**src/rtl/tpct_fifo.sv**
```systemverilog
// ----------------------------------------------------------------------------
// tpct_fifo
// Small register-based first-in first-out queue.
// ----------------------------------------------------------------------------
module tpct_fifo #(
  parameter int unsigned Width = 8,
  parameter int unsigned Depth = 2
) (
  input  logic             clk_i,
  input  logic             rst_ni,
  input  logic             push_i,
  input  logic [Width-1:0] wdata_i,
  output logic             full_o,
  input  logic             pop_i,
  output logic [Width-1:0] rdata_o,
  output logic             empty_o
);

  localparam int unsigned AW = (Depth > 1) ? $clog2(Depth) : 1;

  logic [Width-1:0] slot_q [Depth];
  logic [AW-1:0]    wptr_q, wptr_d, rptr_q, rptr_d;
  logic [AW:0]      cnt_q, cnt_d;
  logic             do_push, do_pop;

  assign full_o  = (cnt_q == (AW+1)'(Depth));
  assign empty_o = (cnt_q == '0);
  assign do_push = push_i && !full_o;
  assign do_pop  = pop_i && !empty_o;
  assign rdata_o = slot_q[rptr_q];

  always_comb begin
    wptr_d = wptr_q;
    rptr_d = rptr_q;
    cnt_d  = cnt_q;
    if (do_push) begin
      wptr_d = (wptr_q == AW'(Depth - 1)) ? '0 : wptr_q + 1'b1;
    end
    if (do_pop) begin
      rptr_d = (rptr_q == AW'(Depth - 1)) ? '0 : rptr_q + 1'b1;
    end
    if (do_push && !do_pop) begin
      cnt_d = cnt_q + 1'b1;
    end else if (do_pop && !do_push) begin
      cnt_d = cnt_q - 1'b1;
    end
  end

  always_ff @(posedge clk_i or negedge rst_ni) begin
    if (!rst_ni) begin
      wptr_q <= '0;
      rptr_q <= '0;
      cnt_q  <= '0;
    end else begin
      wptr_q <= wptr_d;
      rptr_q <= rptr_d;
      cnt_q  <= cnt_d;
    end
  end

  always_ff @(posedge clk_i) begin
    if (do_push) begin
      slot_q[wptr_q] <= wdata_i;
    end
  end

endmodule

```
**config.mk**
```make
export PLATFORM = sky130hd
export DESIGN_NAME = tpct_fifo
export DESIGN_NICKNAME = d
export VERILOG_FILES = /design/src/rtl/tpct_fifo.sv
export SDC_FILE = /design/constraint.sdc
export NUM_CORES = 1
export LEC_CHECK = 0
export BUFFER_PORTS_ARGS = -buffer_cell sky130_fd_sc_hd__buf_2
export CORE_MARGIN = 1.5
export CORE_UTILIZATION = 52
export DETAILED_ROUTE_END_ITERATION = 16
export GPL_ROUTABILITY_DRIVEN = 0
export MAX_ROUTING_LAYER = met4
export PLACE_DENSITY = 0.8
export SYNTH_ARGS = -nofsm -noshare
export SYNTH_HDL_FRONTEND = slang
export SYNTH_SLANG_ARGS = --single-unit
```
**constraint.sdc**
```tcl
create_clock -name clk_i -period 2.3 [get_ports clk_i]
set_input_delay 0.115 -clock clk_i [delete_from_list [all_inputs] [get_ports clk_i]]
set_output_delay 0.115 -clock clk_i [all_outputs]
set_load 0.01 [all_outputs]
```
==> results list <==
- At the worst endpoint, the required time is 2.24 ns.
- DP Cell Count: 79
- The first TritonRoute pass finished after 4 iterations.
- Counting every instance in the synthesized netlist gives 44.
- For this run, the share of the core covered by cells in the final layout is 0.743.
- Fraction of layout cells with a size suffix above 1: 0.397
- For this configuration, the core starts out at a cell density of 0.579.
- The later pin in the worst-skew pair is clocked with a latency of 0.29 ns.
* Max Cap Violations: 0
- Setup repair after global routing left no endpoint under its margin.
- For this block, the initial DRC count from the detailed router was 10.
- CTS built an H-tree with a depth of 1.
* Detailed Route WL: 1.22 mm
- In this run the critical register-to-register path is launched from cnt_q[0].
- The worst setup path is captured at a flip-flop.
- Worst clock skew: 0.00369 ns
* Vias in the first global route: 419
- The worst register-to-register path has a setup slack of 0.70 ns.
* Top post-synthesis cells by area: sky130_fd_sc_hd__edfxtp_1 61%, sky130_fd_sc_hd__dfrtp_1 13%, sky130_fd_sc_hd__mux2_1 8.6%, sky130_fd_sc_hd__mux2_2 2.9%, sky130_fd_sc_hd__xnor2_1 2.2%
- Part of the power in the clock network: 0.225
- The final-report hold violation count was 0.
- Sequential share of power: 0.475
- The floorplan step set the die height to 41.8 um.
* Static leakage: 0.423 nW
* Worst R2R End: slot_q[0][2]
- Summed over all nets, the switching power comes to 0.000365 W.
- Hold Path Depth: 1
- Outcome: completed
- Count of synthesis-stage warnings from yosys: 0
- The synthesized design spends more area on one cell type than any other, namely sky130_fd_sc_hd__edfxtp_1.
* Bufs on Longest Clock Path: 2
* Final net count: 87
- Switching part of the total: 0.294
* Non-filler cells in the finished layout: 88
- For the final routed database, the setup TNS stands at 0 ns.
* Detailed-route DRC error count: 0
- Startpoint of the worst hold path: wdata_i[5]
- Width of the chip: 41.8 um
- For this design the top-level I/O count stands at 22.
- The synthesized design contains 20 register bits.
- Setup Buffers After CTS: 0
- The area growth from synthesis to layout is 28.3%.
* Clock root buffer: sky130_fd_sc_hd__clkbuf_4
* Hold Buf Count CTS: 1
* Die footprint: 1750 um2
* TritonCTS clock tree: yes
- Gates resized, CTS repair: 0
* Highest achievable clock rate: 0.623 GHz
* Data arrival time of the critical path: 1.54 ns
- Mean post-synth cell area: 17.8 um2
- All-Layer GR Usage: 0.160
- Count of input and output buffers: 21
* Fill count: 88
* Antenna Violating Nets Remaining: 0
- Max-slew violations: 0
* Fraction of the yosys area taken by sequential cells: 0.742
- Clock-pin slew was measured on the worst setup and hold paths at 0.11 ns.
* Share of the synthesized area in the top cell type: 0.614
- Detailed routing inserted a total of 437 vias.
- The number of antenna violations at the first check in global routing is 0.
* Internal power contribution: 0.000874 W
- Period utilization: 0.698
* CP Max Fanout: 8
- Setup violations, final: 0
- Overall overflow remaining after global route: 0
- Synthesis produced a netlist with a net count of 57.
- Synthesis instantiated 15 different standard cells from the library.
- CTS buffer count: 3
- Headroom to the max-slew limit came out at 0.566.
* R2R depth: 3
- Diode count: 0
* Slew of the pin with the lowest slew margin: 0.649 ns
- Netlist area before placement: 782 um2
* Area inside the core boundary: 1350 um2
* Maximum number of pins on one net before global-route repair: 13
- First-pass GRT wire length: 1.99 mm
* Number of clock sinks seen by CTS: 20
- After detailed routing, the average wire length per cell comes to 13.9 um.
- After detailed routing, the number of vias per cell comes to 4.97.
- Part of the power in combinational logic: 0.300
- Max rail drop VDD: 0.985 mV
- STA classifies the critical path startpoint as a flip-flop.
- The path class of the tightest hold or removal check is in2reg.
- Hold worst-path end: slot_q[1][5]
* Final HPWL DP: 877 um
- Time the worst path needs with I/O delays and setup: 1.60 ns
- In this run the power density over the cells is 1230 nW/um2.
* Cell Rows: 13
* Startpoint-to-endpoint class of the critical path: reg2reg
* Worst slack on hold paths: 0.00416 ns
[synthesized netlist by cell type, drive strengths merged]
cell and n:
ha 1, buf 1, o21ai 1, nor2 3, dfrtp 4, edfxtp 16, and3 1, mux2 8
nand2 1, nand2b 1, xor2 2, xnor2 3, inv 2
[layout make-up]
class / instances / area [um2] / share of cell area
sequential: 20 / 581 / 0.579
multi-input combinational: 21 / 189 / 0.188
timing repair buffer: 26 / 155 / 0.155
clock inverter: 1 / 30.0 / 0.0299
clock buffer: 3 / 22.5 / 0.0224
tap: 15 / 18.8 / 0.0187
inverter: 2 / 7.51 / 0.00748
[flip-flops by register name, indices dropped and copies added, names as in the netlist]
name	cells
cnt_q	2
rptr_q	1
slot_q	16
wptr_q	1
[worst max-delay path: stages (launching register included)]
cell and delay, ns:
sky130_fd_sc_hd__dfrtp_1 0.45, sky130_fd_sc_hd__nand2b_1 0.19, sky130_fd_sc_hd__nand2_2 0.10, sky130_fd_sc_hd__nor2_1 0.51
[power groups by stage]
stage	registers [W]	logic (W)	clock network (W)
2_1_floorplan	0.000552	0.000286	0
4_1_cts	0.000592	0.000372	0.000279
5_1_grt	0.000604	0.000411	0.000295
6_report	0.000588	0.000372	0.000278
3_3_place_gp	0.000589	0.000360	0
3_5_place_dp	0.000599	0.000368	0
[placed cells by master (no fill, tap or decap), types with 2 or more instances in the layout]
| cell type | Yosys | routed |
|---|---|---|
| sky130_fd_sc_hd__buf_2 | 1 | 21 |
| sky130_fd_sc_hd__clkbuf_4 | 0 | 3 |
| sky130_fd_sc_hd__dfrtp_1 | 4 | 4 |
| sky130_fd_sc_hd__dlygate4sd3_1 | 0 | 5 |
| sky130_fd_sc_hd__edfxtp_1 | 16 | 16 |
| sky130_fd_sc_hd__inv_1 | 2 | 2 |
| sky130_fd_sc_hd__mux2_1 | 6 | 6 |
| sky130_fd_sc_hd__mux2_2 | 2 | 2 |
| sky130_fd_sc_hd__nor2_1 | 3 | 3 |
| sky130_fd_sc_hd__xnor2_1 | 2 | 2 |
| sky130_fd_sc_hd__xor2_1 | 2 | 2 |
[per-layer routing]
| layer | GRT usage | vias up | routed length, um |
|---|---|---|---|
| met1 | 0.195 | 201 | 547 |
| met3 | 0.0391 | 2 | 61 |
| met4 | 0.0387 | 0 | 9 |
| met2 | 0.269 | 16 | 605 |
| met5 | - | - | 0 |
| li1 | - | 218 | - |
[cell families after synthesis]
logic type | after synthesis | share of synthesized area
AO/OA/AOI/OAI | 1 | 0.00639
XOR/XNOR | 5 | 0.0656
adder cells (fa/ha/maj) | 1 | 0.0160
buffers and inverters | 3 | 0.0160
flip-flops | 20 | 0.742
multiplexers | 8 | 0.115
AND/OR/NAND/NOR | 6 | 0.0384
[worst max-delay path by stage]
stage | from | end | slack [ns] | cells after the start
4_1_cts | cnt_q[0] | slot_q[0][1] | 0.68 | 3
6_report | cnt_q[0] | slot_q[0][2] | 0.70 | 3
3_3_place_gp | cnt_q[0] | slot_q[0][4] | 0.80 | 3
5_1_grt | cnt_q[0] | slot_q[0][2] | 0.53 | 3
2_1_floorplan | cnt_q[0] | slot_q[0][0] | 0.91 | 3
3_5_place_dp | cnt_q[0] | slot_q[0][1] | 0.70 | 3
[through the flow]
stage / power [W] / instance area [um2] / setup WS, ns
2_1_floorplan: 0.000838 / 782 / 0.908
3_3_place_gp: 0.000949 / 901 / 0.798
3_5_place_dp: 0.000968 / 901 / 0.701
4_1_cts: 0.00124 / 963 / 0.682
5_1_grt: 0.00131 / 1000 / 0.531
6_report: 0.00124 / 1000 / 0.696
No activity file was read; power rests on OpenSTA's default activity.
