--- src/rtl/tpct_pkg.sv ---
// ----------------------------------------------------------------------------
// tpct_pkg
// Shared types, codes and constants of the two-phase cubic trajectory core.
// ----------------------------------------------------------------------------
package tpct_pkg;

  localparam int unsigned JointsDefault = 7;
  localparam int unsigned CmdDepth      = 2;
  localparam int unsigned ResDepth      = 2;

  localparam logic [24:0] TimeStepReset   = 25'd33554;
  localparam logic [31:0] ReturnTimeReset = 32'd16777216;

  typedef enum logic [2:0] {
    MODE_TICK    = 3'd0,
    MODE_STRIKE  = 3'd1,
    MODE_RETURN  = 3'd2,
    MODE_REST    = 3'd3,
    MODE_START   = 3'd4
  } mode_e;

  typedef enum logic [1:0] {
    REG_TIME_STEP   = 2'd0,
    REG_RETURN_TIME = 2'd1,
    REG_ARM_SELECT  = 2'd2
  } reg_e;

  typedef enum logic [2:0] {
    CMD_WR_STRIKE,
    CMD_WR_RETURN,
    CMD_WR_REST,
    CMD_TICK_STRIKE,
    CMD_TICK_RETURN,
    CMD_TICK_REST
  } cmd_kind_e;

  typedef struct packed {
    cmd_kind_e   kind;
    logic [2:0]  joint;
    logic [1:0]  power;
    logic [31:0] data;
    logic        arm;
  } cmd_t;

  typedef struct packed {
    logic [3:0]         slot;
    logic signed [31:0] position;
    logic signed [31:0] velocity;
    logic signed [31:0] acceleration;
    logic               moving;
    logic               last;
  } res_t;

  typedef enum logic [2:0] {
    BK_IDLE,
    BK_FETCH,
    BK_MUL_LO,
    BK_MUL_HI,
    BK_ROUND,
    BK_EMIT,
    BK_REST_RD,
    BK_REST_EMIT
  } back_state_e;

endpackage

--- src/rtl/tpct_ram.sv ---
// ----------------------------------------------------------------------------
// tpct_ram
// Generic single-port-write, single-port-read RAM with registered read data.
// ----------------------------------------------------------------------------
module tpct_ram #(
  parameter int unsigned Width = 32,
  parameter int unsigned Depth = 32
) (
  input  logic                     clk_i,
  input  logic                     we_i,
  input  logic [$clog2(Depth)-1:0] waddr_i,
  input  logic [Width-1:0]         wdata_i,
  input  logic [$clog2(Depth)-1:0] raddr_i,
  output logic [Width-1:0]         rdata_o
);

  logic [Width-1:0] mem_q [Depth];
  logic [Width-1:0] rdata_q;

  always_ff @(posedge clk_i) begin
    if (we_i) begin
      mem_q[waddr_i] <= wdata_i;
    end
    rdata_q <= mem_q[raddr_i];
  end

  assign rdata_o = rdata_q;

endmodule

--- src/rtl/tpct_back.sv ---
// ----------------------------------------------------------------------------
// tpct_back
// Executes commands: stores coefficients and rest posture, and evaluates the
// cubics of every joint on a moving tick with one shared multiplier.
// ----------------------------------------------------------------------------
module tpct_back #(
  parameter int unsigned JOINTS = tpct_pkg::JointsDefault
) (
  input  logic           clk_i,
  input  logic           rst_ni,
  input  logic           cmd_empty_i,
  input  tpct_pkg::cmd_t cmd_i,
  output logic           cmd_pop_o,
  input  logic           res_full_i,
  output logic           res_push_o,
  output tpct_pkg::res_t res_o
);

  localparam int unsigned JW = (JOINTS > 1) ? $clog2(JOINTS) : 1;
  localparam int unsigned CoefDepth = 2 ** (JW + 3);
  localparam int unsigned RestDepth = 2 ** JW;

  tpct_pkg::back_state_e state_q, state_d;

  logic               phase_q;
  logic               arm_q;
  logic               rest_q;
  logic [31:0]        t_q;
  logic [JW-1:0]      joint_q;
  logic [2:0]         fcnt_q;
  logic [2:0]         step_q;
  logic signed [31:0] cf_q [4];
  logic signed [35:0] h_q;
  logic signed [68:0] prod_q;
  logic signed [31:0] pos_q, vel_q, acc_q;

  logic               coef_we, rest_we;
  logic [JW+2:0]      coef_waddr, coef_raddr;
  logic [JW-1:0]      rest_waddr;
  logic [31:0]        coef_rdata, rest_rdata;
  logic               last_joint;
  logic               is_tick;

  logic signed [52:0] mul_w;
  logic signed [44:0] rnd_w;
  logic signed [33:0] cop_w;
  logic signed [45:0] sum_w;
  logic signed [31:0] sat_w;
  logic signed [35:0] c3x3_w;
  logic [4:0]         slot_w;

  tpct_ram #(.Width(32), .Depth(CoefDepth)) u_coef_ram (
    .clk_i   (clk_i),
    .we_i    (coef_we),
    .waddr_i (coef_waddr),
    .wdata_i (cmd_i.data),
    .raddr_i (coef_raddr),
    .rdata_o (coef_rdata)
  );

  tpct_ram #(.Width(32), .Depth(RestDepth)) u_rest_ram (
    .clk_i   (clk_i),
    .we_i    (rest_we),
    .waddr_i (rest_waddr),
    .wdata_i (cmd_i.data),
    .raddr_i (joint_q),
    .rdata_o (rest_rdata)
  );

  assign last_joint = (joint_q == JW'(JOINTS - 1));
  assign is_tick    = (cmd_i.kind == tpct_pkg::CMD_TICK_STRIKE) ||
                      (cmd_i.kind == tpct_pkg::CMD_TICK_RETURN) ||
                      (cmd_i.kind == tpct_pkg::CMD_TICK_REST);

  assign mul_w  = h_q * $signed({1'b0, (state_q == tpct_pkg::BK_MUL_HI) ?
                                        t_q[31:16] : t_q[15:0]});
  assign rnd_w  = 45'((prod_q + 69'sd8388608) >>> 24);
  assign c3x3_w = 36'(cf_q[0]) + (36'(cf_q[0]) <<< 1);
  assign sum_w  = 46'(rnd_w) + 46'(cop_w);
  assign slot_w = arm_q ? 5'(JOINTS) + 5'(joint_q) : 5'(joint_q);

  always_comb begin
    unique case (step_q)
      3'd0:    cop_w = 34'(cf_q[1]);
      3'd1:    cop_w = 34'(cf_q[2]);
      3'd2:    cop_w = 34'(cf_q[3]);
      3'd4:    cop_w = 34'(cf_q[2]);
      default: cop_w = 34'(cf_q[1]) <<< 1;
    endcase
  end

  always_comb begin
    priority if (sum_w > 46'sd2147483647) begin
      sat_w = 32'sh7FFF_FFFF;
    end else if (sum_w < -46'sd2147483648) begin
      sat_w = 32'sh8000_0000;
    end else begin
      sat_w = sum_w[31:0];
    end
  end

  always_comb begin
    state_d = state_q;
    unique case (state_q)
      tpct_pkg::BK_IDLE: begin
        if (!cmd_empty_i && is_tick) begin
          state_d = (cmd_i.kind == tpct_pkg::CMD_TICK_REST) ?
                    tpct_pkg::BK_REST_RD : tpct_pkg::BK_FETCH;
        end
      end
      tpct_pkg::BK_FETCH:  if (fcnt_q == 3'd4) state_d = tpct_pkg::BK_MUL_LO;
      tpct_pkg::BK_MUL_LO: state_d = tpct_pkg::BK_MUL_HI;
      tpct_pkg::BK_MUL_HI: state_d = tpct_pkg::BK_ROUND;
      tpct_pkg::BK_ROUND: begin
        state_d = (step_q == 3'd5) ? tpct_pkg::BK_EMIT : tpct_pkg::BK_MUL_LO;
      end
      tpct_pkg::BK_EMIT: begin
        if (!res_full_i) begin
          state_d = last_joint ? tpct_pkg::BK_IDLE : tpct_pkg::BK_FETCH;
        end
      end
      tpct_pkg::BK_REST_RD: state_d = tpct_pkg::BK_REST_EMIT;
      tpct_pkg::BK_REST_EMIT: begin
        if (!res_full_i) begin
          state_d = last_joint ? tpct_pkg::BK_IDLE : tpct_pkg::BK_REST_RD;
        end
      end
      default: state_d = tpct_pkg::BK_IDLE;
    endcase
  end

  always_comb begin
    cmd_pop_o  = (state_q == tpct_pkg::BK_IDLE) && !cmd_empty_i;
    coef_we    = cmd_pop_o && ((cmd_i.kind == tpct_pkg::CMD_WR_STRIKE) ||
                               (cmd_i.kind == tpct_pkg::CMD_WR_RETURN));
    rest_we    = cmd_pop_o && (cmd_i.kind == tpct_pkg::CMD_WR_REST);
    coef_waddr = {cmd_i.kind == tpct_pkg::CMD_WR_RETURN, JW'(cmd_i.joint), cmd_i.power};
    rest_waddr = JW'(cmd_i.joint);
    coef_raddr = {phase_q, joint_q, fcnt_q[1:0]};
    res_push_o = !res_full_i && ((state_q == tpct_pkg::BK_EMIT) ||
                                 (state_q == tpct_pkg::BK_REST_EMIT));
    res_o.slot         = slot_w[3:0];
    res_o.position     = rest_q ? $signed(rest_rdata) : pos_q;
    res_o.velocity     = rest_q ? '0 : vel_q;
    res_o.acceleration = rest_q ? '0 : acc_q;
    res_o.moving       = !rest_q;
    res_o.last         = last_joint;
  end

  always_ff @(posedge clk_i or negedge rst_ni) begin
    if (!rst_ni) begin
      state_q <= tpct_pkg::BK_IDLE;
    end else begin
      state_q <= state_d;
    end
  end

  always_ff @(posedge clk_i) begin
    unique case (state_q)
      tpct_pkg::BK_IDLE: begin
        phase_q <= (cmd_i.kind == tpct_pkg::CMD_TICK_RETURN);
        rest_q  <= (cmd_i.kind == tpct_pkg::CMD_TICK_REST);
        arm_q   <= cmd_i.arm;
        t_q     <= cmd_i.data;
        joint_q <= '0;
        fcnt_q  <= '0;
      end
      tpct_pkg::BK_FETCH: begin
        if (fcnt_q != 3'd0) begin
          cf_q[2'(fcnt_q - 3'd1)] <= $signed(coef_rdata);
        end
        fcnt_q <= fcnt_q + 3'd1;
        step_q <= '0;
        h_q    <= 36'(cf_q[0]);
      end
      tpct_pkg::BK_MUL_LO: prod_q <= 69'(mul_w);
      tpct_pkg::BK_MUL_HI: prod_q <= prod_q + (69'(mul_w) <<< 16);
      tpct_pkg::BK_ROUND: begin
        step_q <= step_q + 3'd1;
        unique case (step_q)
          3'd2:    h_q <= c3x3_w;
          3'd4:    h_q <= c3x3_w <<< 1;
          default: h_q <= 36'(sat_w);
        endcase
        if (step_q == 3'd2) pos_q <= sat_w;
        if (step_q == 3'd4) vel_q <= sat_w;
        if (step_q == 3'd5) acc_q <= sat_w;
      end
      tpct_pkg::BK_EMIT, tpct_pkg::BK_REST_EMIT: begin
        if (!res_full_i) begin
          joint_q <= joint_q + 1'b1;
          fcnt_q  <= '0;
        end
      end
      default: begin
      end
    endcase
  end

endmodule

--- config.mk ---
export PLATFORM = sky130hd
export DESIGN_NAME = tpct_back
export DESIGN_NICKNAME = d
export VERILOG_FILES = /design/src/rtl/tpct_pkg.sv /design/src/rtl/tpct_ram.sv /design/src/rtl/tpct_back.sv
export SDC_FILE = /design/constraint.sdc
export NUM_CORES = 2
export LEC_CHECK = 0
export BUFFER_PORTS_ARGS = -buffer_cell sky130_fd_sc_hd__buf_4
export CAP_MARGIN = 20
export CELL_PAD_IN_SITES_DETAIL_PLACEMENT = 2
export CELL_PAD_IN_SITES_GLOBAL_PLACEMENT = 2
export CORE_MARGIN = 3
export CORE_UTILIZATION = 30
export DETAILED_ROUTE_END_ITERATION = 8
export PLACE_DENSITY_LB_ADDON = 0.1
export RECOVER_POWER = 100
export SYNTH_ARGS = -nofsm -noshare
export SYNTH_HDL_FRONTEND = slang
export SYNTH_SLANG_ARGS = --single-unit
--- constraint.sdc ---
create_clock -name clk_i -period 13.9 [get_ports clk_i]
set_input_delay 0.695 -clock clk_i [delete_from_list [all_inputs] [get_ports clk_i]]
set_output_delay 0.695 -clock clk_i [all_outputs]
set_load 0.01 [all_outputs]
==> results.json <==
{
  "status": "complete, but fails checks",
  "failed_checks": "capacitance limit, slew limit",
  "syn_to_final_growth_pct": 13.91,
  "synthDistinctLibCells": 91,
  "ant_nets": 0,
  "vias": 71090,
  "rrSetupSlack_ns": 1.26,
  "startpoint": "step_q[0]",
  "synthFlopType": "edfxtp_1",
  "wirelength_um": 446500,
  "drt_iter0_markers": 5534,
  "drive_above_1_share_pct": 17.05,
  "initial_core_util_pct": 30.21,
  "via_per_inst": 5.049,
  "seq_area_frac_synth_pct": 62.23,
  "cp-start-kind": "register",
  "maxSlewHeadroom_pct": -331.5,
  "hold_viol": 0,
  "async_flop_share_pct": 0.1100,
  "critical_path_class": "register to register",
  "cts_max_level": 5,
  "yosysWarningCount": 0,
  "tritoncts": "yes",
  "dpl_cell_area_um2": 139700,
  "cts_buffer_depth": 4,
  "clock.fmax_ghz": 0.07914,
  "fin_area_um2": 148700,
  "routabilityCongestion": 0.7808,
  "cts-root-buf": "clkbuf_16",
  "worstSetupEndpointType": "register",
  "core_um2": 432100,
  "cts-buffers-inserted": 314,
  "worst_slew_pin_slew_ns": 6.472,
  "finalClockSkew_ns": 0.07743,
  "dp_hpwl_um": 286800,
  "clk_latency_ns": 0.93,
  "grt_pass1_wl_um": 633800,
  "antenna_found_initial": 82,
  "cp_max_fo": 34,
  "dieArea_um2": 443100,
  "rsz0062_at_grt": "false",
  "synthCells": 7791,
  "avgSynthCellArea_um2": 16.76,
  "fin_util_pct": 34.41,
  "synth_fp_nets": 8641,
  "worstHoldStart": "cmd_i[38]",
  "final_cells": 14080,
  "postCtsSetupBuffers": 0,
  "cts.sinks": 2727,
  "drv_cap": 132,
  "synth-edff-count": 2660,
  "grt_pass1_vias": 80110,
  "grt_use_total_pct": 20.05,
  "mostFrequentLayoutCells": "2660 x edfxtp_1, 736 x mux4_2, 715 x inv_1",
  "setup_viol": 0,
  "hold_path_class": "input port to register",
  "grt_max_degree": 117,
  "dr.pass1.iters": 8,
  "rows": 241,
  "fin_tns_setup_ns": 0,
  "critPathRequiredTime_ns": 14.44,
  "r2r_start": "step_q[0]",
  "layout.nets": 8954,
  "fin_crit_ns": 12.64,
  "io_pins": 149,
  "drc_errors": 0,
  "syn-cell-area_um2": 130500,
  "cts.clk_slew.worst_paths_ns": 0.06,
  "synth-seq-cells": 2727,
  "final_common_cell": "edfxtp_1",
  "io_buffers": 148,
  "slew_viol_final": 5390,
  "dpl.cell_count": 13490,
  "routedWlPerCell_um": 31.71,
  "die_h_um": 665.6,
  "grt_overflow": 0,
  "finalCritPeriodShare_pct": 90.91,
  "die_w_um": 665.6,
  "cp.arrival_ns": 13.17
}
-- worst max-delay path, stage by stage, from the launching register on --
cell and delay, ns:
edfxtp_1 0.45, inv_1 0.12, ha_1 0.22, nand2_1 0.24, o21ai_0 0.17, clkbuf_1 1.53, a222oi_1 0.25, a21oi_1 0.68
ha_1 0.36, and4_1 0.29, nand3_1 0.24, a2111oi_0 2.66, o211ai_2 0.28, a211oi_1 0.75, o21ai_0 0.36, nor2b_1 0.22
o21ai_0 1.17, a31oi_4 0, buf_4 0.31, clkbuf_1 0.71, o21ai_0 1.16
-- per-layer routing --
| layer | GRT usage, % | up-vias | routed length (um) |
|---|---|---|---|
| li1 | - | 30120 | - |
| met1 | 26.22 | 39350 | 190300 |
| met2 | 36.37 | 1181 | 234400 |
| met3 | 1.875 | 430 | 13540 |
| met4 | 3.516 | 12 | 8150 |
| met5 | 0 | - | 87 |
-- layout make-up --
class,count,area (um^2)
antenna,24,60.06
clock buffer,396,8444
clock inverter,163,1647
fill,42910,283400
inverter,717,2699
multi-input combinational,3997,45590
sequential,2727,81230
tap,5710,7144
timing repair buffer,347,1886
-- cells by family (layout without fill, tap and decap cells) --
kind of cell             after synthesis  count (layout)  share of synthesized area [%]
adder cells (fa/ha/maj)              805             805                          10.81
multiplexers                         817             817                          13.39
XOR/XNOR                             194             194                          1.302
buffers and inverters               1067            1623                          3.107
AO/OA/AOI/OAI                        800             800                          4.170
AND/OR/NAND/NOR                     1381            1381                          4.995
flip-flops                          2727            2727                          62.23
other                                  0              24                              0
-- state kept, by name (all words and copies together) (netlist names), 32 cells and up --
| register | cells |
|---|---|
| u_rest_ram.rdata_o | 32 |
| h_q | 35 |
| acc_q | 32 |
| vel_q | 32 |
| pos_q | 32 |
| prod_q | 53 |
| u_coef_ram.mem_q | 2048 |
| u_rest_ram.mem_q | 256 |
| cf_q | 128 |
| u_coef_ram.rdata_o | 32 |
| t_q | 32 |
-- final timing paths --
path                       cells after the start     endpoint
max                                           20    acc_q[29]
min                                            2      phase_q
max reg2reg                                   20    acc_q[29]
min reg2reg                                    0  cf_q[2][18]
max in group asynchronous                      2   state_q[2]
min in group asynchronous                      2   state_q[0]
-- through the flow --
stage	hold slack [ns]	setup slack [ns]
2_1_floorplan	0.3994	1.607
3_3_place_gp	0.4567	1.750
5_1_grt	0.08138	0.5010
4_1_cts	0.04052	1.588
6_report	0.1382	1.263
3_5_place_dp	0.4734	1.613
-- what timing repair did --
action / CTS / global route
endpoints found under the setup margin: 0 / 0
endpoints found under the hold margin: 4 / 0
resized for setup: 0 / 0
hold buffers: 2 / 0
-- Yosys cell counts (8+ instances only) --
master | count | area share, %
a31oi_1 | 23 | 0.11
o21ai_1 | 20 | 0.077
or3_1 | 12 | 0.058
or2_2 | 10 | 0.048
edfxtp_1 | 2660 | 61
o21ai_0 | 178 | 0.68
a211oi_1 | 21 | 0.12
mux2i_1 | 9 | 0.069
nor3_1 | 33 | 0.13
nor2b_1 | 158 | 0.76
and3_1 | 36 | 0.17
mux2_2 | 72 | 0.62
xor2_1 | 76 | 0.51
mux4_2 | 736 | 13
dfxtp_1 | 64 | 0.98
o311ai_2 | 9 | 0.11
ha_1 | 267 | 2.6
xnor2_1 | 118 | 0.79
clkbuf_1 | 263 | 0.76
and4_1 | 8 | 0.054
buf_1 | 72 | 0.21
a21oi_1 | 196 | 0.75
and2_1 | 158 | 0.76
o311ai_1 | 22 | 0.15
a21o_1 | 93 | 0.53
o21a_1 | 31 | 0.18
a222oi_1 | 32 | 0.25
o21bai_1 | 21 | 0.12
nand3_1 | 69 | 0.26
o211ai_1 | 16 | 0.092
inv_1 | 717 | 2.1
o311ai_0 | 9 | 0.060
a221o_1 | 26 | 0.20
fa_1 | 538 | 8.3
nor2_1 | 248 | 0.71
nand4_1 | 22 | 0.11
nand2b_1 | 22 | 0.11
o31ai_1 | 16 | 0.092
nand2_1 | 577 | 1.7
Power is not shown: default switching activity piles up to over one toggle a cycle in this logic, so the estimate is an artifact.
