--- src/rtl/tpct_pkg.sv ---
// ----------------------------------------------------------------------------
// tpct_pkg
// Shared types, codes and constants of the two-phase cubic trajectory core.
// ----------------------------------------------------------------------------
package tpct_pkg;

  localparam int unsigned JointsDefault = 7;
  localparam int unsigned CmdDepth      = 2;
  localparam int unsigned ResDepth      = 2;

  localparam logic [24:0] TimeStepReset   = 25'd33554;
  localparam logic [31:0] ReturnTimeReset = 32'd16777216;

  typedef enum logic [2:0] {
    MODE_TICK    = 3'd0,
    MODE_STRIKE  = 3'd1,
    MODE_RETURN  = 3'd2,
    MODE_REST    = 3'd3,
    MODE_START   = 3'd4
  } mode_e;

  typedef enum logic [1:0] {
    REG_TIME_STEP   = 2'd0,
    REG_RETURN_TIME = 2'd1,
    REG_ARM_SELECT  = 2'd2
  } reg_e;

  typedef enum logic [2:0] {
    CMD_WR_STRIKE,
    CMD_WR_RETURN,
    CMD_WR_REST,
    CMD_TICK_STRIKE,
    CMD_TICK_RETURN,
    CMD_TICK_REST
  } cmd_kind_e;

  typedef struct packed {
    cmd_kind_e   kind;
    logic [2:0]  joint;
    logic [1:0]  power;
    logic [31:0] data;
    logic        arm;
  } cmd_t;

  typedef struct packed {
    logic [3:0]         slot;
    logic signed [31:0] position;
    logic signed [31:0] velocity;
    logic signed [31:0] acceleration;
    logic               moving;
    logic               last;
  } res_t;

  typedef enum logic [2:0] {
    BK_IDLE,
    BK_FETCH,
    BK_MUL_LO,
    BK_MUL_HI,
    BK_ROUND,
    BK_EMIT,
    BK_REST_RD,
    BK_REST_EMIT
  } back_state_e;

endpackage

--- src/rtl/tpct_front.sv ---
// ----------------------------------------------------------------------------
// tpct_front
// Accepts input transactions, keeps movement time and configuration, and
// turns load and tick transactions into commands for the evaluation engine.
// ----------------------------------------------------------------------------
module tpct_front #(
  parameter int unsigned JOINTS = tpct_pkg::JointsDefault
) (
  input  logic               clk_i,
  input  logic               rst_ni,
  input  logic               cfg_we_i,
  input  logic [1:0]         cfg_idx_i,
  input  logic [31:0]        cfg_wdata_i,
  input  logic               accept_i,
  input  logic [2:0]         mode_i,
  input  logic [2:0]         joint_i,
  input  logic [1:0]         power_index_i,
  input  logic [31:0]        value_i,
  input  logic [31:0]        hit_time_i,
  output logic               cmd_push_o,
  output tpct_pkg::cmd_t     cmd_o
);

  logic [24:0] step_q;
  logic [31:0] ret_q;
  logic        arm_q;
  logic [31:0] elapsed_q, elapsed_d;
  logic [31:0] strike_q, strike_d;
  logic [32:0] hit_end;
  logic [32:0] next_t;
  logic        joint_ok;

  assign hit_end  = {1'b0, strike_q} + {1'b0, ret_q};
  assign next_t   = {1'b0, elapsed_q} + 33'(step_q);
  assign joint_ok = ({2'b00, joint_i} < 5'(JOINTS));

  always_comb begin
    elapsed_d   = elapsed_q;
    strike_d    = strike_q;
    cmd_push_o  = 1'b0;
    cmd_o.kind  = tpct_pkg::CMD_WR_STRIKE;
    cmd_o.joint = joint_i;
    cmd_o.power = power_index_i;
    cmd_o.data  = value_i;
    cmd_o.arm   = arm_q;
    if (accept_i) begin
      unique case (mode_i)
        tpct_pkg::MODE_STRIKE: begin
          cmd_push_o = joint_ok;
          cmd_o.kind = tpct_pkg::CMD_WR_STRIKE;
        end
        tpct_pkg::MODE_RETURN: begin
          cmd_push_o = joint_ok;
          cmd_o.kind = tpct_pkg::CMD_WR_RETURN;
        end
        tpct_pkg::MODE_REST: begin
          cmd_push_o = joint_ok;
          cmd_o.kind = tpct_pkg::CMD_WR_REST;
        end
        tpct_pkg::MODE_START: begin
          elapsed_d = 32'(step_q);
          strike_d  = hit_time_i;
        end
        tpct_pkg::MODE_TICK: begin
          if (elapsed_q != '0) begin
            cmd_push_o = 1'b1;
            elapsed_d  = next_t[32] ? 32'hFFFF_FFFF : next_t[31:0];
            priority if (elapsed_q <= strike_q) begin
              cmd_o.kind = tpct_pkg::CMD_TICK_STRIKE;
              cmd_o.data = elapsed_q;
            end else if ({1'b0, elapsed_q} <= hit_end) begin
              cmd_o.kind = tpct_pkg::CMD_TICK_RETURN;
              cmd_o.data = elapsed_q - strike_q;
            end else begin
              cmd_o.kind = tpct_pkg::CMD_TICK_REST;
              elapsed_d  = '0;
            end
          end
        end
        default: begin
        end
      endcase
    end
  end

  always_ff @(posedge clk_i or negedge rst_ni) begin
    if (!rst_ni) begin
      step_q    <= tpct_pkg::TimeStepReset;
      ret_q     <= tpct_pkg::ReturnTimeReset;
      arm_q     <= 1'b0;
      elapsed_q <= '0;
      strike_q  <= '0;
    end else begin
      elapsed_q <= elapsed_d;
      strike_q  <= strike_d;
      if (cfg_we_i) begin
        unique case (cfg_idx_i)
          tpct_pkg::REG_TIME_STEP:   step_q <= cfg_wdata_i[24:0];
          tpct_pkg::REG_RETURN_TIME: ret_q  <= cfg_wdata_i;
          tpct_pkg::REG_ARM_SELECT:  arm_q  <= cfg_wdata_i[0];
          default: begin
          end
        endcase
      end
    end
  end

endmodule

--- config.mk ---
export PLATFORM = sky130hd
export DESIGN_NAME = tpct_front
export DESIGN_NICKNAME = d
export VERILOG_FILES = /design/src/rtl/tpct_pkg.sv /design/src/rtl/tpct_front.sv
export SDC_FILE = /design/constraint.sdc
export NUM_CORES = 1
export LEC_CHECK = 0
export ABC_AREA = 1
export BUFFER_PORTS_ARGS = -buffer_cell sky130_fd_sc_hd__buf_2
export CAP_MARGIN = 20
export CORE_ASPECT_RATIO = 1.25
export CORE_MARGIN = 1.5
export CORE_UTILIZATION = 55
export CTS_CLUSTER_SIZE = 28
export DETAILED_ROUTE_END_ITERATION = 8
export HOLD_SLACK_MARGIN = 0.06
export PLACE_DENSITY = 0.76
export SLEW_MARGIN = 20
export SYNTH_ARGS = -nofsm -noshare
export SYNTH_HDL_FRONTEND = slang
export SYNTH_SLANG_ARGS = --single-unit
export TNS_END_PERCENT = 10
--- constraint.sdc ---
create_clock -name clk_i -period 5.1 [get_ports clk_i]
set_input_delay 1.02 -clock clk_i [delete_from_list [all_inputs] [get_ports clk_i]]
set_output_delay 1.02 -clock clk_i [all_outputs]
set_load 0.05 [all_outputs]
==> metrics.csv, run 1 <==
stage,metric,value,unit
worst_setup_path,r2r startpoint,ret_q[11],
worst_hold_path,WHS Path Cells,2,
yosys,largest area contributor in the netlist,dfrtp_1,
yosys,Yosys cell types,48,
power,Flop pwr share,20.0,%
worst_hold_path,Hold Startpoint,ret_q[21],
clock_tree,H-tree Lvls,4,
worst_hold_path,Tightest Hold Check Type,flip-flop to flip-flop,
clock_tree,clk root buf,clkbuf_16,
timing,RSZ-0062 raised after global routing,true,
yosys,"flops & latches, synth",122,
floorplanning,chip height,169,um
floorplanning,Die ar.,0.0229,mm^2
timing,Tcrit/Tclk final,111,%
floorplanning,DIE WIDTH,136,um
final_layout,fin util,69.0,%
global_route,overflow left after global routing,0,
timing,final max-slew violation count,0,
floorplanning,core area,0.0215,mm^2
yosys,post-synth top area share,24.0,%
status,run status,finished with violations,
run,max-cap check violation count,0,
yosys,Ys Warns,0,
worst_setup_path,R2R Path End,elapsed_q[27],
route,drt via density,5.93,
final_layout,post-route cell area,0.0149,mm^2
placed_design,"Cell Area, Placed",0.0134,mm^2
yosys,sequential fraction of the synthesis area,25.3,%
power,Net Sw Frac,49.7,%
yosys,"Top FF cell, synth",dfrtp_1,
timing,Fin. Hold Viols,0,
status,failing checks,negative setup slack,
route,wire length reported by the detailed router,46400,um
final_layout,share of layout cells above drive strength 1,20.0,%
final_layout,Reg area,0.00306,mm^2
yosys,Post-Synthesis Cells,1806,
final_layout,# nets final,2230,
power,Combinational Power Share,61.6,%
worst_setup_path,Critical Path End Type,output pin,
worst_setup_path,CP Launch Type,flip-flop,
clock_tree,"CTS clk-pin slew, worst paths",0.07,ns
clock_tree,cts hold-fix bufs,0,
timing,setup violators final,33,
global_route,initial antenna violation count,0,
global_route,largest net degree at the start of global routing,68,
placed_design,GPL Wtd Cong,1.04,
final_layout,Syn-to-layout area delta,22.9,%
final_layout,Fill cells,1920,
clock_tree,total CTS buffers,17,
yosys,syn avg cell area,6.70,um^2
power,Pint,0.00357,W
floorplanning,Starting Density,56.1,%
yosys,Post-synth EDFFs,0,
timing,Slew Limit Headroom,41.2,%
timing,Worst Skew,0.0158,ns
clock_tree,CTS tree,yes,
floorplanning,Rows,60,
global_route,GRT Overall Usage,40.6,%
worst_hold_path,Worst Hold End,ret_q[21],
clock_tree,Skew-Pair Late Insertion Delay,0.44,ns
worst_setup_path,"Max FO, Critical Path",6,
yosys,Async SR Flop Fraction,100,%
placed_design,port bufs,147,
power,Pwr per Cell Area,477,mW/mm^2
worst_setup_path,Worst EP required,4.08,ns
worst_setup_path,Reg2Reg Setup Slack,0.59,ns
power,Switch Pwr,0.00353,W
clock_tree,buffer levels on the longest clock path,2,
yosys,syn nets,2040,
global_route,vias in the first global route,13200,
global_route,global-route wire length before repair,70100,um
timing,worst setup margin,-0.541,ns
final_layout,# diodes,0,
power,Peak VDD IR,0.000261,V
route,final antenna-violating net count,0,
worst_setup_path,cells on worst reg2reg path,25,
final_layout,area of the multi-input gates,0.00835,mm^2
worst_setup_path,Worst Path Arrival,4.62,ns
power,LEAKAGE,7.52,nW
route,first-pass detailed-route iteration total,6,
route,First DRT Iteration DRCs,975,
route,DRC viols,0,
timing,worst slew pin tran,0.881,ns
yosys,Netlist Area Pre-Place,0.0121,mm^2
route,Vias,13600,
worst_setup_path,Setup CP Type,flip-flop to output pin,
timing,fmax,0.177,GHz
floorplanning,I/O Pins,152,
clock_tree,Sinks on Clock Net,122,
yosys,top cells by instance count after synthesis,"nand2_1 (423), inv_1 (228), a21oi_1 (219)",
power,Clock power frac,18.4,%
placed_design,hpwl dp,34700,um
route,wire per inst,20.3,um
yosys,most common cell in the synthesized netlist,nand2_1,
timing,min cycle time layout,5.64,ns
yosys,dominant cells by area after synthesis,"dfrtp_1 (24%), nand2_1 (13%), ha_1 (13%)",
-- repair_timing --
item | in CTS | in global routing
setup endpoints to repair | 33 | 33
resized for setup | 92 | 86
pin swaps | 16 | 44
setup buffers | 3 | 10
gates cloned | 1 | 2
-- final cells by class --
cell class	instances	share of cell area, %
multi-input combinational	1394	56.1
timing repair buffer	229	10.9
sequential	122	20.6
clock buffer	18	2.95
clock inverter	14	1.15
tap	279	2.35
inverter	232	5.91
-- power groups by stage --
stage / combinational, W / clock, W / sequential [W]
final: 0.00437 / 0.00131 / 0.00142
after global routing: 0.00478 / 0.00135 / 0.00142
after CTS: 0.00404 / 0.00131 / 0.00140
after detailed placement: 0.00389 / 0 / 0.00141
after global placement: 0.00386 / 0 / 0.00140
after floorplan: 0.00273 / 0 / 0.00130
-- registers in the layout, summed over array words and instances, names as in the netlist --
register	count
arm_q	1
elapsed_q	32
strike_q	32
step_q	25
ret_q	32
-- worst max-delay path by stage --
stage                      from   endpoint  slack (ns)  cells after the start
finish                ret_q[11]   cmd_o[5]       -0.54                     25
global route        strike_q[0]   cmd_o[5]       -0.69                     28
CTS                    ret_q[0]   cmd_o[8]       -0.30                     29
detailed placement     ret_q[0]  cmd_o[16]       -0.19                     25
global placement       ret_q[0]  cmd_o[16]       -0.05                     27
floorplan           strike_q[0]  cmd_o[13]       -0.21                     26
-- stage by stage --
step | cells | setup WS (ns) | setup TNS, ns | total power, W | hold WS [ns]
after floorplan | 1806 | -0.215 | -3.30 | 0.00404 | 0.454
after global placement | 2241 | -0.0507 | -0.554 | 0.00526 | 0.472
after detailed placement | 2241 | -0.185 | -4.73 | 0.00529 | 0.480
after CTS | 2277 | -0.302 | -8.80 | 0.00674 | 0.497
after global routing | 2288 | -0.690 | -21.47 | 0.00755 | 0.538
final | 2288 | -0.541 | -15.38 | 0.00709 | 0.503
-- critical path: stages, from the launching register on --
cell	delay [ns]
dfrtp_1	0.41
ha_1	0.37
nand2_1	0.09
o21ai_0	0.27
o21bai_2	0.21
nand2_1	0.07
nand3_1	0.13
nand2_1	0.07
o211ai_1	0.15
a21oi_2	0.12
buf_4	0.16
buf_4	0.12
xor2_1	0.14
ha_1	0.27
nand2_1	0.12
a21oi_1	0.22
nor3_2	0.08
nand2_1	0.07
nand2_1	0.06
nand2_2	0.11
nand3_4	0.17
clkbuf_16	0.24
nand2_2	0.06
nand3_2	0.06
a21boi_2	0.22
buf_6	0.18
-- metal layers --
metal  track usage [%]  part of all wire [%]  vias up
li1                  -                     -     6395
met3              7.13                   7.3      250
met4              32.3                    10        0
met5                 0                     0        -
met1              45.3                    36     6288
met2              67.6                    47      624
-- layout by cell type (no fill, tap or decap), types with 7 or more instances in the layout --
cell | Yosys | layout
mux2_2 | 7 | 7
nand2_1 | 423 | 401
o21ai_1 | 9 | 10
xnor2_1 | 41 | 41
nor3_1 | 16 | 14
a21o_1 | 9 | 9
o21bai_1 | 9 | 8
buf_6 | 3 | 31
clkbuf_16 | 0 | 19
buf_2 | 9 | 113
nand4_1 | 37 | 37
a21oi_2 | 1 | 12
nor4_1 | 18 | 15
nand3_2 | 1 | 18
inv_1 | 228 | 226
inv_6 | 0 | 8
o21ai_0 | 161 | 156
a31oi_1 | 8 | 8
nand2_2 | 6 | 27
a21boi_2 | 0 | 17
nor2_1 | 127 | 122
ha_1 | 121 | 113
a21oi_1 | 219 | 207
buf_4 | 8 | 81
xor2_1 | 39 | 39
dfrtp_1 | 116 | 115
nand3_1 | 81 | 63
-- cells by family (layout without fill, tap and decap cells) --
family	after synthesis	count (layout)	share of synthesized area, %
AOI/OAI and AO/OA	460	460	20.5
xor gates and xnor gates	80	80	5.79
adders and majority gates	124	124	13.0
buffers and inverters	290	493	9.53
DFF	122	122	25.3
muxes	7	7	0.652
and+or+nand+nor	723	723	25.3
Note: power is estimated with default switching activity, not from simulation.
==> run 2, diff against run 1 <==
--- a/config.mk
+++ b/config.mk
@@ -15,6 +15,7 @@
 export DETAILED_ROUTE_END_ITERATION = 8
 export HOLD_SLACK_MARGIN = 0.06
 export PLACE_DENSITY = 0.76
+export SKIP_LAST_GASP = 1
 export SLEW_MARGIN = 20
 export SYNTH_ARGS = -nofsm -noshare
 export SYNTH_HDL_FRONTEND = slang
==> metrics.csv, run 2 (same netlist as run 1, synthesis figures left out) <==
stage,metric,value,unit
worst_setup_path,Crit path largest cell delay,0.42,ns
status,failing checks,negative setup slack,
timing,final max-slew violation count,0,
floorplanning,I/O Pins,152,
route,First DRT Iteration DRCs,1263,
final_layout,fin util,68.9,%
clock_tree,CTS tree,yes,
worst_hold_path,Tightest Hold Check Type,flip-flop to flip-flop,
route,DRC viols,0,
worst_setup_path,Worst EP required,4.08,ns
worst_setup_path,cells on worst reg2reg path,22,
power,Flop pwr share,19.9,%
final_layout,share of layout cells above drive strength 1,20.0,%
final_layout,area of the multi-input gates,0.00835,mm^2
power,LEAKAGE,7.51,nW
worst_setup_path,CP Buf/Inv Count,5,
placed_design,DP Worst Slack,-0.185,ns
timing,setup violators final,33,
route,wire length reported by the detailed router,46600,um
timing,Setup TNS,-16.55,ns
clock_tree,cts hold-fix bufs,0,
worst_hold_path,WHS Path Cells,2,
worst_setup_path,CP Launch Type,flip-flop,
floorplanning,Die ar.,0.0229,mm^2
final_layout,Fill cells,1924,
worst_setup_path,Critical Path End Type,output pin,
global_route,GRT Overall Usage,40.6,%
final_layout,Syn-to-layout area delta,22.8,%
timing,Tcrit/Tclk final,111,%
final_layout,Reg area,0.00306,mm^2
floorplanning,core area,0.0215,mm^2
power,Combinational Power Share,61.7,%
power,Pint,0.00358,W
power,Switch Pwr,0.00355,W
power,Clock power frac,18.3,%
timing,Slew Limit Headroom,41.0,%
worst_setup_path,"Max FO, Critical Path",6,
placed_design,port bufs,147,
clock_tree,"CTS clk-pin slew, worst paths",0.07,ns
status,run status,finished with violations,
clock_tree,buffer levels on the longest clock path,2,
route,final antenna-violating net count,0,
worst_setup_path,CP dominant cell by count,nand2_1,
timing,fmax,0.176,GHz
power,Peak VDD IR,0.000265,V
timing,worst slew pin tran,0.884,ns
power,Pwr per Cell Area,480,mW/mm^2
final_layout,# nets final,2231,
route,first-pass detailed-route iteration total,7,
final_layout,"commonest non-fill, non-tap cell in the layout",nand2_1,
route,wire per inst,20.4,um
clock_tree,total CTS buffers,17,
worst_setup_path,Critical Path Slowest Stage Cell,dfrtp_1,
power,Net Sw Frac,49.8,%
route,Vias,13600,
timing,worst setup margin,-0.569,ns
clock_tree,H-tree Lvls,4,
timing,RSZ-0062 raised after global routing,true,
timing,Worst Skew,0.0168,ns
route,drt via density,5.92,
timing,min cycle time layout,5.67,ns
floorplanning,chip height,169,um
clock_tree,clk root buf,clkbuf_16,
worst_setup_path,Worst path depth,26,
floorplanning,Rows,60,
global_route,vias in the first global route,13200,
worst_setup_path,Crit path max-delay family,simple AND/OR/NAND/NOR gates,
timing,Fin. Hold Viols,0,
global_route,global-route wire length before repair,70100,um
placed_design,hpwl dp,34700,um
final_layout,# diodes,0,
final_layout,Top Registers,"elapsed_q: 32 flops, ret_q: 32 flops, strike_q: 32 flops",
final_layout,"commonest cells after routing, fill and taps aside","nand2_1 (403), inv_1 (225), a21oi_1 (206)",
floorplanning,DIE WIDTH,136,um
global_route,initial antenna violation count,0,
clock_tree,Sinks on Clock Net,122,
global_route,overflow left after global routing,0,
timing,worst hold margin,0.509,ns
run,max-cap check violation count,0,
floorplanning,Starting Density,56.1,%
placed_design,GPL Wtd Cong,1.04,
worst_setup_path,Worst Path Arrival,4.65,ns
clock_tree,Skew-Pair Late Insertion Delay,0.44,ns
global_route,largest net degree at the start of global routing,68,
worst_setup_path,Setup CP Type,flip-flop to output pin,
-- run 2: cell count changes in the layout (fill, tap and decap cells not counted), sizes merged --
| cell | before | now |
|---|---|---|
| buf | 227 | 228 |
-- run 2: worst paths after layout --
| check | startpoint | endpoint | slack [ns] |
|---|---|---|---|
| max reg2reg | ret_q[1] | elapsed_q[27] | 0.57 |
| max in group asynchronous | rst_ni | step_q[1] | 3.38 |
| min | ret_q[21] | ret_q[21] | 0.51 |
| min reg2reg | ret_q[21] | ret_q[21] | 0.51 |
| min in group asynchronous | rst_ni | ret_q[22] | 0.68 |
| max | ret_q[1] | cmd_o[5] | -0.57 |
-- run 2: timing repair --
action                     CTS  global route
buffers inserted             3            11
gates resized for setup     73            97
pin swaps                   11            45
cloned                       1             2
setup endpoints to repair   33            33
-- run 2: layout make-up --
type                       count  share of cell area [%]
clock buffer                  18                    2.96
timing repair buffer         230                    10.8
clock inverter                14                    1.15
multi-input combinational   1394                    56.2
inverter                     232                    5.90
tap                          279                    2.35
sequential                   122                    20.6
-- run 2: metal layers --
metal  track usage [%]  wire [um]
met1              45.6      16900
met2              67.0      22000
met3              6.80       3220
met4              33.2       4450
met5                 0          0
-- run 2: power groups by stage --
| stage | logic (W) | registers, W | clock network, W |
|---|---|---|---|
| floorplan | 0.00273 | 0.00130 | 0 |
| global placement | 0.00386 | 0.00140 | 0 |
| detailed placement | 0.00389 | 0.00141 | 0 |
| CTS | 0.00403 | 0.00140 | 0.00131 |
| global route | 0.00480 | 0.00142 | 0.00135 |
| finish | 0.00440 | 0.00142 | 0.00131 |
-- run 2: tightest hold or removal path: cells and delay by family (launching register included) --
family / cells / cell delay, ns
flops: 1 / 0.36
simple gates: 1 / 0.05
compound gates: 1 / 0.06
-- run 2: metrics by stage --
stage | cells | total power, W | instance area, um^2
after floorplan | 1806 | 0.00404 | 12100
after global placement | 2241 | 0.00526 | 13400
after detailed placement | 2241 | 0.00529 | 13400
after CTS | 2277 | 0.00673 | 14400
after global routing | 2289 | 0.00757 | 14900
final | 2289 | 0.00713 | 14900
==> run 3, diff against run 2 <==
--- a/config.mk
+++ b/config.mk
@@ -8,7 +8,7 @@
 export ABC_AREA = 1
 export BUFFER_PORTS_ARGS = -buffer_cell sky130_fd_sc_hd__buf_2
 export CAP_MARGIN = 20
-export CORE_ASPECT_RATIO = 1.25
+export CORE_ASPECT_RATIO = 1.1
 export CORE_MARGIN = 1.5
 export CORE_UTILIZATION = 55
 export CTS_CLUSTER_SIZE = 28
==> metrics.csv, run 3 (same netlist as run 1, synthesis figures left out) <==
stage,metric,value,unit
power,Switch Pwr,0.00361,W
clock_tree,Sinks on Clock Net,122,
clock_tree,total CTS buffers,17,
power,Peak VDD IR,0.000255,V
timing,worst slew pin tran,0.930,ns
floorplanning,Starting Density,56.4,%
final_layout,"commonest non-fill, non-tap cell in the layout",nand2_1,
timing,Setup TNS,-16.69,ns
placed_design,GPL Wtd Cong,1.06,
run,max-cap check violation count,0,
worst_setup_path,Crit path max-delay family,simple AND/OR/NAND/NOR gates,
status,failing checks,negative setup slack,
final_layout,share of layout cells above drive strength 1,20.8,%
timing,RSZ-0062 raised after global routing,true,
global_route,GRT Overall Usage,39.1,%
timing,min cycle time layout,5.69,ns
global_route,vias in the first global route,12800,
power,Clock power frac,17.6,%
worst_setup_path,Critical Path Slowest Stage Cell,ha_1,
worst_setup_path,CP dominant cell by count,nand2_1,
worst_setup_path,Crit path largest cell delay,0.38,ns
floorplanning,DIE WIDTH,144,um
route,drt via density,5.94,
final_layout,area of the multi-input gates,0.00836,mm^2
global_route,global-route wire length before repair,67500,um
worst_hold_path,Tightest Hold Check Type,flip-flop to flip-flop,
worst_setup_path,CP Launch Type,flip-flop,
route,wire per inst,19.7,um
clock_tree,H-tree Lvls,4,
timing,worst setup margin,-0.594,ns
timing,worst hold margin,0.491,ns
route,Vias,13900,
placed_design,port bufs,147,
global_route,initial antenna violation count,1,
timing,Tcrit/Tclk final,112,%
route,first-pass detailed-route iteration total,6,
final_layout,Top Registers,"elapsed_q: 32 flops, ret_q: 32 flops, strike_q: 32 flops",
route,DRC viols,0,
clock_tree,"CTS clk-pin slew, worst paths",0.06,ns
power,Pint,0.00378,W
floorplanning,core area,0.0214,mm^2
power,Pwr per Cell Area,490,mW/mm^2
final_layout,Reg area,0.00306,mm^2
global_route,overflow left after global routing,0,
worst_setup_path,Setup CP Type,flip-flop to output pin,
route,First DRT Iteration DRCs,1390,
worst_setup_path,Worst EP required,4.08,ns
floorplanning,Die ar.,0.0229,mm^2
power,Total Power,0.00740,W
timing,fmax,0.176,GHz
timing,final max-slew violation count,0,
timing,Fin. Hold Viols,0,
status,run status,finished with violations,
timing,Slew Limit Headroom,38.0,%
timing,setup violators final,33,
worst_setup_path,Worst Path Arrival,4.67,ns
final_layout,# nets final,2262,
global_route,largest net degree at the start of global routing,68,
route,final antenna-violating net count,0,
power,Flop pwr share,19.0,%
power,Net Sw Frac,48.8,%
clock_tree,clk root buf,clkbuf_16,
worst_setup_path,CP Buf/Inv Count,8,
floorplanning,Rows,56,
timing,Worst Skew,0.0106,ns
clock_tree,buffer levels on the longest clock path,2,
floorplanning,I/O Pins,152,
final_layout,fin util,70.5,%
worst_setup_path,Critical Path End Type,output pin,
floorplanning,chip height,159,um
power,Combinational Power Share,63.4,%
final_layout,"commonest cells after routing, fill and taps aside","nand2_1 (406), inv_1 (223), a21oi_1 (203)",
worst_setup_path,"Max FO, Critical Path",5,
placed_design,hpwl dp,34600,um
clock_tree,Skew-Pair Late Insertion Delay,0.43,ns
clock_tree,CTS tree,yes,
final_layout,Fill cells,1859,
power,LEAKAGE,7.67,nW
final_layout,Syn-to-layout area delta,24.9,%
route,wire length reported by the detailed router,45900,um
[run 3: path summary, 6_finish.rpt]
kind	startpoint	to	slack, ns	cells past startpoint
max	strike_q[0]	cmd_o[16]	-0.59	33
min reg2reg	ret_q[9]	ret_q[9]	0.49	2
max reg2reg	strike_q[0]	elapsed_q[19]	0.61	28
min	ret_q[9]	ret_q[9]	0.49	2
max in group asynchronous	rst_ni	ret_q[24]	3.39	2
min in group asynchronous	rst_ni	ret_q[9]	0.71	1
[run 3: per-stage QoR]
step           setup slack [ns]  area (um^2)  std cells
5_1_grt                  -0.766        15100       2331
6_report                 -0.594        15100       2332
3_5_place_dp             -0.349        13700       2281
3_3_place_gp             -0.225        13700       2281
2_1_floorplan            -0.215        12100       1806
4_1_cts                  -0.463        14800       2324
[run 3: worst reg2reg max path: cells and delay by family, from the launching register on]
| family | cells | cell delay [ns] |
|---|---|---|
| simple gates | 14 | 1.40 |
| compound gates | 5 | 0.96 |
| buf+inv | 5 | 0.72 |
| fa+ha+maj | 3 | 0.69 |
| flops | 1 | 0.39 |
| xor+xnor | 1 | 0.22 |
[run 3: layout make-up]
class,count,area share [%]
Sequential cell,122,20.3
Timing Repair Buffer,261,12.2
Antenna cell,1,0.0166
Inverter,232,5.80
Multi-Input combinational cell,1394,55.3
Clock inverter,13,1.11
Clock buffer,19,2.93
Tap cell,290,2.40
[run 3: metal layers]
layer,share of wire [%],GRT usage (%)
met1,41,52.1
met2,46,62.8
met3,9.9,7.52
met4,3.6,14.9
met5,0,0
[run 3: power by group through the flow]
stage | registers (W) | logic [W] | clock network, W
after global placement | 0.00139 | 0.00398 | 0
after CTS | 0.00138 | 0.00423 | 0.00131
after floorplan | 0.00130 | 0.00273 | 0
final | 0.00140 | 0.00469 | 0.00130
after detailed placement | 0.00139 | 0.00403 | 0
after global routing | 0.00141 | 0.00508 | 0.00134
[run 3: repair_timing]
action	4_1_cts	5_1_grt
pin swaps	14	43
hold buffers	0	0
cloned	2	0
setup buffers	10	8
gates resized for setup	96	74
endpoints found under the setup margin	33	33
